$ cat config.mk
export PLATFORM = sky130hd
export DESIGN_NAME = ordered_list_insert_remove_core
export DESIGN_NICKNAME = d
export VERILOG_FILES = /design/src/sv/olir_pkg.sv /design/src/sv/olir_cell.sv /design/src/sv/olir_ctrl.sv /design/src/sv/ordered_list_insert_remove_core.sv
export SDC_FILE = /design/constraint.sdc
export NUM_CORES = 2
export LEC_CHECK = 0
export BUFFER_PORTS_ARGS = -buffer_cell sky130_fd_sc_hd__buf_2
export CAP_MARGIN = 20
export CORE_MARGIN = 1
export CORE_UTILIZATION = 25
export CTS_BUF_LIST = sky130_fd_sc_hd__clkbuf_16
export DETAILED_ROUTE_END_ITERATION = 12
export PLACE_DENSITY = 0.48
export SLEW_MARGIN = 30
export SYNTH_ARGS = -nofsm -noshare
export SYNTH_HDL_FRONTEND = slang
export SYNTH_SLANG_ARGS = --single-unit
export TNS_END_PERCENT = 30
$ cat constraint.sdc
create_clock -name clk -period 6.05 [get_ports clk]
set_input_delay 1.21 -clock clk [delete_from_list [all_inputs] [get_ports clk]]
set_output_delay 1.21 -clock clk [all_outputs]
set_load 0.05 [all_outputs]
$ cat src/sv/olir_pkg.sv
`timescale 1ns / 1ps
// Shared types and constants for the ordered list core.
// Used by every module of the block; depends on nothing.
package olir_pkg;

	localparam int DEPTH_DEF  = 16;
	localparam int DATA_W_DEF = 32;

	// Fixed field widths of the stream beats.
	localparam int CMD_W   = 3;
	localparam int POS_W   = 5;
	localparam int VAL_W   = 32;
	localparam int CNT_O_W = 5;
	localparam int ST_W    = 2;

	localparam int IN_TDATA_W  = 40;
	localparam int OUT_TDATA_W = 40;

	// Bit positions of the result fields in the output tdata.
	localparam int OUT_RD_LSB  = 0;
	localparam int OUT_CNT_LSB = OUT_RD_LSB + VAL_W;
	localparam int OUT_ST_LSB  = OUT_CNT_LSB + CNT_O_W;

	typedef enum logic [CMD_W-1:0] {
		CMD_APPEND     = 3'd0,
		CMD_PREPEND    = 3'd1,
		CMD_INSERT_AT  = 3'd2,
		CMD_DROP_LAST  = 3'd3,
		CMD_DROP_FIRST = 3'd4,
		CMD_REMOVE_AT  = 3'd5,
		CMD_READ_AT    = 3'd6,
		CMD_CLEAR      = 3'd7
	} cmd_e;

	typedef enum logic [ST_W-1:0] {
		ST_OK      = 2'd0,
		ST_BAD_POS = 2'd1,
		ST_FULL    = 2'd2,
		ST_EMPTY   = 2'd3
	} status_e;

	typedef enum logic [1:0] {
		SH_HOLD   = 2'd0,
		SH_INSERT = 2'd1,
		SH_REMOVE = 2'd2
	} shift_e;

	// Broadcast from the controller to every cell of the chain.
	typedef struct packed {
		logic   fire;
		shift_e kind;
	} cell_cmd_t;

endpackage

$ cat src/sv/olir_cell.sv
`timescale 1ns / 1ps
// One storage cell of the ordered list chain.
// Depends on olir_pkg for the broadcast command type.
module olir_cell
	import olir_pkg::*;
#(
	parameter int DATA_W = DATA_W_DEF,
	parameter int IDX_W  = 4,
	parameter int INDEX  = 0
) (
	input  logic              clk,
	input  cell_cmd_t         ccmd,
	input  logic [IDX_W-1:0]  at,
	input  logic [DATA_W-1:0] value,
	input  logic [DATA_W-1:0] left_data,
	input  logic [DATA_W-1:0] right_data,
	output logic [DATA_W-1:0] data_q
);

	localparam logic [IDX_W-1:0] MY_IDX = IDX_W'(INDEX);

	// Each cell compares its own place with the broadcast index and picks
	// its next entry: keep, take the new value, or take a neighbor's entry.
	always_ff @(posedge clk) begin
		if (ccmd.fire) begin
			unique case (ccmd.kind)
				SH_INSERT: begin
					if (MY_IDX == at) begin
						data_q <= value;
					end else if (MY_IDX > at) begin
						data_q <= left_data;
					end
				end
				SH_REMOVE: begin
					if (MY_IDX >= at) begin
						data_q <= right_data;
					end
				end
				default: begin
					data_q <= data_q;
				end
			endcase
		end
	end

endmodule

$ cat src/sv/olir_ctrl.sv
`timescale 1ns / 1ps
// Command decoder and entry counter of the ordered list core.
// Depends on olir_pkg for command, status and cell command types.
module olir_ctrl
	import olir_pkg::*;
#(
	parameter int DEPTH = DEPTH_DEF,
	parameter int IDX_W = $clog2(DEPTH),
	parameter int CNT_W = $clog2(DEPTH + 1)
) (
	input  logic             clk,
	input  logic             arst_n,
	input  logic             fire,
	input  logic [CMD_W-1:0] command,
	input  logic [POS_W-1:0] position,
	output cell_cmd_t        ccmd,
	output logic [IDX_W-1:0] at,
	output logic [CNT_W-1:0] count_d,
	output status_e          status,
	output logic             rd_ok
);

	localparam int CMP_W = (CNT_W > POS_W) ? CNT_W : POS_W;

	logic [CNT_W-1:0] count_q;
	logic [CMP_W-1:0] pos_x;
	logic [CMP_W-1:0] cnt_x;
	logic             full;
	logic             empty;
	shift_e           kind;

	assign pos_x = CMP_W'(position);
	assign cnt_x = CMP_W'(count_q);
	assign full  = (count_q == CNT_W'(DEPTH));
	assign empty = (count_q == '0);

	always_comb begin
		kind    = SH_HOLD;
		at      = '0;
		count_d = count_q;
		status  = ST_OK;
		rd_ok   = 1'b0;
		unique case (cmd_e'(command))
			CMD_APPEND: begin
				if (full) begin
					status = ST_FULL;
				end else begin
					kind    = SH_INSERT;
					at      = count_q[IDX_W-1:0];
					count_d = count_q + 1'b1;
				end
			end
			CMD_PREPEND: begin
				if (full) begin
					status = ST_FULL;
				end else begin
					kind    = SH_INSERT;
					count_d = count_q + 1'b1;
				end
			end
			CMD_INSERT_AT: begin
				if (full) begin
					status = ST_FULL;
				end else if (pos_x > cnt_x) begin
					status = ST_BAD_POS;
				end else begin
					kind    = SH_INSERT;
					at      = pos_x[IDX_W-1:0];
					count_d = count_q + 1'b1;
				end
			end
			CMD_DROP_LAST: begin
				if (empty) begin
					status = ST_EMPTY;
				end else begin
					count_d = count_q - 1'b1;
				end
			end
			CMD_DROP_FIRST: begin
				if (empty) begin
					status = ST_EMPTY;
				end else begin
					kind    = SH_REMOVE;
					count_d = count_q - 1'b1;
				end
			end
			CMD_REMOVE_AT: begin
				if (empty) begin
					status = ST_EMPTY;
				end else if (pos_x >= cnt_x) begin
					status = ST_BAD_POS;
				end else begin
					kind    = SH_REMOVE;
					at      = pos_x[IDX_W-1:0];
					count_d = count_q - 1'b1;
				end
			end
			CMD_READ_AT: begin
				if (empty) begin
					status = ST_EMPTY;
				end else if (pos_x >= cnt_x) begin
					status = ST_BAD_POS;
				end else begin
					at    = pos_x[IDX_W-1:0];
					rd_ok = 1'b1;
				end
			end
			CMD_CLEAR: begin
				count_d = '0;
			end
			default: begin
				count_d = count_q;
			end
		endcase
	end

	assign ccmd.fire = fire && (kind != SH_HOLD);
	assign ccmd.kind = kind;

	always_ff @(posedge clk or negedge arst_n) begin
		if (!arst_n) begin
			count_q <= '0;
		end else if (fire) begin
			count_q <= count_d;
		end
	end

endmodule

$ cat src/sv/ordered_list_insert_remove_core.sv
`timescale 1ns / 1ps
// Ordered list core: a bounded list that keeps its order under insertion
// and removal at any position. Depends on olir_pkg, olir_ctrl, olir_cell.
//
// Usage: one command beat enters on the s_axis channel and yields exactly
// one result beat on the m_axis channel. The command beat carries the
// command code, a position and a value; the result beat carries the entry
// read (zero unless a read succeeded), the entry count after the command
// and a status code.
// The result is registered at the edge that accepts the command.
// Throughput is one command per cycle while the receiver takes each result,
// set by the cell chain, in which every cell loads its next entry from
// the value or a neighbor at the edge that accepts the command.
// When the receiver stalls, the result register holds its beat and
// s_axis_tready stays low until that beat is taken; a beat taken in the
// same cycle frees the register for the next command.
// Reset clears the entry count and the result valid flag, not the result
// data; the cells are not cleared, as only entries below the count are ever read.
module ordered_list_insert_remove_core
	import olir_pkg::*;
#(
	parameter int DEPTH  = DEPTH_DEF,
	parameter int DATA_W = DATA_W_DEF
) (
	input  logic                   clk,
	input  logic                   arst_n,
	input  logic                   s_axis_tvalid,
	output logic                   s_axis_tready,
	// [2:0] command, [7:3] position, [39:8] value
	input  logic [IN_TDATA_W-1:0]  s_axis_tdata,
	output logic                   m_axis_tvalid,
	input  logic                   m_axis_tready,
	// [31:0] read_value, [36:32] entry_count, [38:37] status, [39] zero
	output logic [OUT_TDATA_W-1:0] m_axis_tdata
);

	localparam int IDX_W = (DEPTH > 1) ? $clog2(DEPTH) : 1;
	localparam int CNT_W = $clog2(DEPTH + 1);
	localparam int EXT_W = (DATA_W > VAL_W) ? DATA_W : VAL_W;
	localparam int CEX_W = (CNT_W > CNT_O_W) ? CNT_W : CNT_O_W;

	logic              fire;
	logic [CMD_W-1:0]  command;
	logic [POS_W-1:0]  position;
	logic [VAL_W-1:0]  value;
	cell_cmd_t         ccmd;
	logic [IDX_W-1:0]  at;
	logic [CNT_W-1:0]  count_d;
	status_e           status;
	logic              rd_ok;
	logic [EXT_W-1:0]  val_ext;
	logic [DATA_W-1:0] cell_val;
	logic [DATA_W-1:0] cell_data [DEPTH];
	logic [DATA_W-1:0] left_data [DEPTH];
	logic [DATA_W-1:0] right_data [DEPTH];
	logic [EXT_W-1:0]  rd_ext;
	logic [CEX_W-1:0]  cnt_ext;
	logic [VAL_W-1:0]  read_value;

	logic                   out_valid_q;
	logic [OUT_TDATA_W-1:0] out_data_q;

	assign command  = s_axis_tdata[CMD_W-1:0];
	assign position = s_axis_tdata[CMD_W +: POS_W];
	assign value    = s_axis_tdata[CMD_W+POS_W +: VAL_W];

	assign s_axis_tready = !out_valid_q || m_axis_tready;
	assign fire          = s_axis_tvalid && s_axis_tready;

	olir_ctrl #(
		.DEPTH (DEPTH),
		.IDX_W (IDX_W),
		.CNT_W (CNT_W)
	) u_ctrl (
		.clk      (clk),
		.arst_n   (arst_n),
		.fire     (fire),
		.command  (command),
		.position (position),
		.ccmd     (ccmd),
		.at       (at),
		.count_d  (count_d),
		.status   (status),
		.rd_ok    (rd_ok)
	);

	assign val_ext  = EXT_W'(value);
	assign cell_val = val_ext[DATA_W-1:0];

	for (genvar i = 0; i < DEPTH; i++) begin : g_cell
		if (i == 0) begin : g_first
			assign left_data[i] = '0;
		end else begin : g_inner_l
			assign left_data[i] = cell_data[i-1];
		end
		// The top cell keeps its own entry on removal; it lies past the count.
		if (i == DEPTH - 1) begin : g_last
			assign right_data[i] = cell_data[i];
		end else begin : g_inner_r
			assign right_data[i] = cell_data[i+1];
		end

		olir_cell #(
			.DATA_W (DATA_W),
			.IDX_W  (IDX_W),
			.INDEX  (i)
		) u_cell (
			.clk        (clk),
			.ccmd       (ccmd),
			.at         (at),
			.value      (cell_val),
			.left_data  (left_data[i]),
			.right_data (right_data[i]),
			.data_q     (cell_data[i])
		);
	end

	assign rd_ext     = EXT_W'(cell_data[at]);
	assign read_value = rd_ok ? rd_ext[VAL_W-1:0] : '0;
	assign cnt_ext    = CEX_W'(count_d);

	always_ff @(posedge clk or negedge arst_n) begin
		if (!arst_n) begin
			out_valid_q <= 1'b0;
		end else if (fire) begin
			out_valid_q <= 1'b1;
		end else if (m_axis_tready) begin
			out_valid_q <= 1'b0;
		end
	end

	always_ff @(posedge clk) begin
		if (fire) begin
			out_data_q <= {1'b0, status, cnt_ext[CNT_O_W-1:0], read_value};
		end
	end

	assign m_axis_tvalid = out_valid_q;
	assign m_axis_tdata  = out_data_q;

endmodule

## After elaboration in Yosys (flattened, before gate mapping)

Index checks and enable logic that the tools add are counted.

- Register bits: 557
- Latch bits: 0
- Bits in writable memories: 0
- Bits in read-only memories: 0
- Bits of input ports: 44
- Output and inout port bits: 42
- Word-level logic and storage cells: 239
- Memories: 0

- Add/sub/neg operators: 2
- Multiply operators: 0
- Divide/modulo/power cells: 0
- Magnitude comparators: 34
- Equality and inequality tests: 55
- Shifts and indexed selects: 0
- Mux-type cells: 97
- Bitwise operators: 1
- Reductions and logical operators: 30

Operators with widths:

| kind | count |
|---|---|
| 32-bit 2-to-1 mux | 49 |
| 32-bit one-hot mux with 2 select lines | 15 |
| 32-bit binary-select mux with 4-bit select | 1 |
| 4-bit AND reduction | 15 |
| 3-bit by 1-bit != test with 1-bit output (second input constant) | 15 |
| 4-bit equality test (first input constant) | 8 |
| 4-bit greater-than comparator (first input constant) | 8 |
| 5-bit 2-to-1 mux | 6 |
| 2-bit by 1-bit != test with 1-bit output (second input constant) | 15 |
| 4-bit greater-or-equal comparator (first input constant) | 7 |
| 5-bit one-hot mux with 5 select lines | 1 |
| 4-bit 2-to-1 mux | 5 |
| 3-bit by 4-bit equality test with 1-bit output (first input constant) | 4 |
| 3-bit by 4-bit greater-or-equal comparator with 1-bit output (first input constant) | 4 |
| 3-bit by 4-bit greater-than comparator with 1-bit output (first input constant) | 4 |
| 2-bit 2-to-1 mux | 8 |
| 2-bit one-hot mux with 4 select lines | 2 |
| 3-bit equality test (second input constant) | 4 |
| 4-bit one-hot mux with 3 select lines | 1 |
| 1-bit 2-to-1 mux | 9 |
| 2-bit by 4-bit equality test with 1-bit output (first input constant) | 2 |
| 1-bit by 4-bit greater-or-equal comparator with 1-bit output (first input constant) | 2 |
| 2-bit by 4-bit greater-or-equal comparator with 1-bit output (first input constant) | 2 |
| 1-bit by 4-bit greater-than comparator with 1-bit output (first input constant) | 2 |
| 22 further kinds | 30 |

## Logic depth before layout (Yosys ltp)

- Depth in word-level cells: 8
- Mapped depth: 15
- Mapped depth without buffers: 11

## Cells and area by module

From an unflattened synthesis, not the netlist that was laid out.

- Cell total of the unflattened synthesis: 3046
- Area total of the unflattened synthesis: 33865.0 µm²

By module, submodules not included:

| module | instances | cells each | area each (µm²) | seq. area each (µm²) |
|---|---|---|---|---|
| ordered_list_insert_remove_core | 1 | 593 | 5746.8 | 1196.1 |
| olir_cell (g_cell[4].u_cell) | 1 | 144 | 1712.9 | 960.9 |
| olir_cell (g_cell[8].u_cell) | 1 | 145 | 1711.6 | 960.9 |
| olir_cell (g_cell[10].u_cell) | 1 | 145 | 1705.4 | 960.9 |
| olir_cell (g_cell[12].u_cell) | 1 | 145 | 1702.9 | 960.9 |
| olir_cell (g_cell[6].u_cell) | 1 | 144 | 1701.6 | 960.9 |
| olir_cell (g_cell[5].u_cell) | 1 | 144 | 1700.4 | 960.9 |
| olir_cell (g_cell[9].u_cell) | 1 | 144 | 1699.1 | 960.9 |
| olir_cell (g_cell[7].u_cell) | 1 | 142 | 1686.6 | 960.9 |
| olir_cell (g_cell[3].u_cell) | 1 | 143 | 1681.6 | 960.9 |
| olir_cell (g_cell[14].u_cell) | 1 | 143 | 1680.4 | 960.9 |
| olir_cell (g_cell[13].u_cell) | 1 | 143 | 1677.9 | 960.9 |
| olir_cell (g_cell[11].u_cell) | 1 | 144 | 1676.6 | 960.9 |
| olir_cell (g_cell[2].u_cell) | 1 | 143 | 1672.9 | 960.9 |
| +4 rows | - | - | - | - |

## Worst setup path after synthesis

Ideal clock, no wire load.

- Path kind: input -> register
- Start point: in s_axis_tdata[7]
- End point: reg g_cell[6].u_cell.data_q[0], enable pin
- Library setup time: 0.470 ns
- Arrival: 5.667 ns
- Path slack: -0.087 ns
- Stages on the path: 10
- Cell sequence: ha_1 -> nand4_1 -> or2_2 -> a21oi_1 -> o21a_1 -> inv_1 -> ha_1 -> or3_1 -> buf_1 -> o31ai_1

- Cells in the longest elaborated chain, start to end: 7
- Elaborated cells between the ends (all ways): 23

Ends and longest elaborated chain:

| element | line | RTL |
|---|---|---|
| from (decl) | ordered_list_insert_remove_core.sv:30 | `input logic [IN_TDATA_W-1:0] s_axis_tdata,` |
| 5-bit greater-or-equal comparator / 5-bit greater-than comparator (equally long branches) | olir_ctrl.sv:90, olir_ctrl.sv:101, olir_ctrl.sv:64 |  |
| 4-bit 2-to-1 mux, or another cell as far along | olir_ctrl.sv:90, olir_ctrl.sv:101 |  |
| 4-bit 2-to-1 mux, or another cell as far along | olir_ctrl.sv:99 | `if (empty) begin` |
| 4-bit one-hot mux with 3 select lines / 2-bit one-hot mux with 4 select lines (equally long branches) | olir_ctrl.sv:43 | `unique case (cmd_e'(command))` |
| 3-bit by 4-bit greater-than comparator with 1-bit output, or another cell as far along | olir_cell.sv:30 | `end else if (MY_IDX > at) begin` |
| 3-bit by 1-bit != test with 1-bit output (no line), or another cell as far along | - |  |
| 4-bit AND reduction (no line) * | - |  |
| to (signal assigned) | olir_cell.sv:29 | `data_q <= value;` |
| to (signal assigned) | olir_cell.sv:31 | `data_q <= left_data;` |
| to (signal assigned) | olir_cell.sv:36 | `data_q <= right_data;` |
| to (decl) | olir_cell.sv:17 | `output logic [DATA_W-1:0] data_q` |

Mark *: on every way between the ends. The rest lies on a longest branch, timed or not.
A chain may end at the register's enable or synchronous reset.

## Final worst setup path

- Start point: reg u_ctrl.count_q[2] (netlist: u_ctrl.cnt_x[2])
- End point: reg g_cell[13].u_cell.data_q[7] (data pin)

- Cells in the longest elaborated chain, start to end: 7
- Elaborated cells between the ends (all ways): 22

Ends and longest elaborated chain:

| element | line | RTL |
|---|---|---|
| from (decl) | olir_ctrl.sv:25 | `logic [CNT_W-1:0] count_q;` |
| from (signal assigned) | olir_ctrl.sv:124 | `count_q <= count_d;` |
| 5-bit greater-or-equal comparator / 5-bit greater-than comparator (equally long branches) | olir_ctrl.sv:90, olir_ctrl.sv:101, olir_ctrl.sv:64 |  |
| 4-bit 2-to-1 mux (on tied branches) | olir_ctrl.sv:90, olir_ctrl.sv:101, olir_ctrl.sv:64 |  |
| 4-bit 2-to-1 mux (on tied branches) | olir_ctrl.sv:99, olir_ctrl.sv:62 |  |
| 4-bit one-hot mux with 3 select lines | olir_ctrl.sv:43 |  |
| 4-bit equality test | olir_cell.sv:28 | `if (MY_IDX == at) begin` |
| 32-bit 2-to-1 mux | olir_cell.sv:28 |  |
| 32-bit one-hot mux with 2 select lines * | olir_cell.sv:26 | `unique case (ccmd.kind)` |
| to (signal assigned) | olir_cell.sv:29 |  |
| to (signal assigned) | olir_cell.sv:31 |  |
| to (signal assigned) | olir_cell.sv:36 |  |
| to (decl) | olir_cell.sv:17 |  |

Marked as above.

==> flow_summary.yaml <==
outcome:
  status: "completed"
job:
  cap_violations: 0
grt:
  grt_usage_pct: 17.5
  grt_pass1_vias: 24500
  grt_overflow: 0
  grt_pass1_wl_um: 173000
  grt_antenna_before_repair: 9
  grt_max_degree: 251
sta:
  slew_headroom_pct: 29.6
  layout_worst_path_cycle_share_pct: 76.5
  fin_tns_setup_ps: 0
  finalHoldViolations: 0
  fin_worst_skew_ps: 16.6
  period_needed_ps: 4630
  final-setup-viol-count: 0
  max_freq_mhz: 216
  worst_slew_pin_slew_ps: 1050
  hold_ws_ps: 416
  rsz0062_at_grt: "false"
  slew_viol_final: 0
clocking:
  cts_root_buf: "clkbuf_16"
  cts_resized: 0
  post_cts_buffers: 0
  cts.sinks: 557
  clockBufferDepth: 3
  clkTransAtPathRegs_ps: 60
  h-tree-depth: 3
  cts_made_buffers: 67
  cts_tree: "done"
  clk_latency_ps: 620
  cts-hold-fix-buffers: 0
synthesis:
  synthesis.area_um2: 32700
  synthSimpleGateAreaFrac_pct: 10.4
  synth-adder-area-share_pct: 0.421
  synth_top_family_by_area: "multiplexers"
  synthFlopType: "edfxtp_1"
  yosys_warnings: 0
  synthArstFlopShare_pct: 1.08
  netlist_instances: 3055
  synthMuxAreaShare_pct: 17.1
  synth.avg_cell_area_um2: 10.7
  synth-xor-area-share_pct: 0.0268
  yosysSeqAreaShare_pct: 51.0
  ys_seq_elements: 557
  synth_edf_count: 551
  synth_cell_types: 67
  syn-num-nets: 3110
  synth_compound_area_share_pct: 16.4
power:
  power.internal_uw: 7880
  power_frac_seq_pct: 42.3
  power.density_nw_per_um2: 309
  clockPowerShare_pct: 35.4
  vdd_drop_max_uv: 224
  switchingPower_uw: 3660
  swShare_pct: 31.7
  combPwrFrac_pct: 22.3
  power.leakage_uw: 0.0131
worst_setup_path:
  crit_path_cell_trace: "inv_1 -> ha_1 -> nand4_1 -> o221ai_1 -> a21oi_1 -> o21a_1 -> inv_1 -> ha_4 -> buf_4 -> buf_4 -> o21ai_0"
  start_kind: "flop"
  critPathMaxFanout: 91
  cp.arrival_ps: 4950
  crit_buf_inv: 4
  slowest_delay_ps: 760
  crit_slowest_cell: "buf_4"
  path_class: "flop to flop"
  critPathTopFamily: "buffers and inverters"
  end_kind: "flop"
  r2r_slack_ps: 1420
  crit_required_ps: 6370
placed_design:
  post-place-cells: 4679
  gp_congestion: 0.818
  dp_hpwl_um: 70800
  io_buffers: 84
detailed_routing:
  drc: 0
  routed_wl_um: 118000
  vias_per_cell: 5.30
  drt_iter0_markers: 2684
  wire_per_inst_um: 24.5
  via_count: 25400
  ant_nets: 0
  dr.pass1.iters: 6
final_layout:
  final_common_cell: "edfxtp_1"
  most-common-layout-cells: "edfxtp_1, nand2_1, mux2i_1"
  final_net_count: 3063
  fin_cells: 4801
  area_delta_synth_final_pct: 14.2
  drive_gt1_share_pct: 13.6
floorplan:
  die_y_um: 364
  initial_core_util_pct: 25.2
  die_w_um: 364
  top_level_ports: 86
  core_area_um2: 130000
  die_area_um2: 132000
  rows: 132
hold_path:
  hold_path.class: "input port to asynchronous set/reset pin"
cell usage after synthesis (all sizes together) (2+ instances only):
library cell	count	area share, %
dfrtp	6	0.46
o31ai	34	0.78
inv	16	0.18
a22oi	2	0.046
a21o	3	0.092
buf	91	2.0
and3	94	1.8
a21boi	3	0.069
ha	11	0.42
nor3	10	0.29
clkbuf	214	2.5
nand4	3	0.057
nor3b	2	0.046
mux2i	448	14
mux2	100	3.4
o211ai	9	0.30
a31o	2	0.11
nand3	76	1.2
a41oi	32	0.86
nor2	93	1.1
a222oi	32	0.98
a221o	66	2.0
or2	4	0.076
nand2	472	5.4
nand2b	2	0.038
a21oi	80	1.2
nor4	2	0.13
a22o	32	0.86
or3	2	0.038
edfxtp	551	51
a31oi	72	1.5
o221ai	3	0.080
nor2b	5	0.096
o21ai	467	7.2
routing by layer:
layer	vias up	global-route usage (%)	wire length, µm
met2	854	27.5	53500
met4	2	5.01	2750
met1	12900	24.9	54400
li1	11500	-	-
met3	159	2.24	7170
met5	-	0	11
flip-flops by register name (all words and copies together), names as in the netlist:
name / flops
g_cell.u_cell.data_q: 512
m_axis_tdata: 39
u_ctrl.cnt_x: 5
m_axis_tvalid: 1
final cells by class:
class / instances / area (µm²)
repair buffers: 189 / 1520
clock inverters: 47 / 393
inverters: 17 / 66.3
fillers: 13400 / 92300
flip-flops and latches: 557 / 16700
multi-input cells: 2176 / 14800
well taps: 1742 / 2180
diodes: 4 / 10.0
clock buffers: 69 / 1730
power groups by stage:
stage               Clock [µW]  Combinational, µW  Sequential [µW]
global placement             0               2530             4960
detailed placement           0               2560             4960
global route              4290               2780             4910
floorplan                    0               1660             4950
CTS                       4170               2560             4880
finish                    4090               2570             4880
path summary, 6_finish.rpt:
kind / endpoint / cells after the start / startpoint
max in group asynchronous: u_ctrl.cnt_x[2]$_DFFE_PN0P_ / 1 / arst_n
hold / removal: u_ctrl.cnt_x[3]$_DFFE_PN0P_ / 1 / arst_n
setup reg to reg: g_cell[13].u_cell.data_q[7]$_DFFE_PP_ / 11 / u_ctrl.cnt_x[2]$_DFFE_PN0P_
setup / recovery: g_cell[13].u_cell.data_q[7]$_DFFE_PP_ / 11 / u_ctrl.cnt_x[2]$_DFFE_PN0P_
hold reg to reg: m_axis_tvalid$_DFFE_PN0P_ / 2 / m_axis_tvalid$_DFFE_PN0P_
min in group clk: m_axis_tvalid$_DFFE_PN0P_ / 2 / m_axis_tvalid$_DFFE_PN0P_
per-stage QoR:
stage                     area (µm²)  total power (µW)  setup WS (ps)  utilization (%)
after detailed placement       35200              7510            785             27.1
after CTS                      37300             11600           1280             28.8
after global routing           37400             12000            953             28.8
after floorplan                32700              6610           41.6                -
final                          37400             11500           1420             28.8
after global placement         35200              7500            811             27.1
cell families (layout without fill, tap and decap cells):
logic type      after synthesis  count (layout)
mux                         548             548
compound gates              846             846
flops                       557             557
buf+inv                     322             322
xor+xnor                      1               1
fa+ha+maj                    11              11
other cells                   1               5
simple gates                769             769
(Power assumes the default switching activity.)
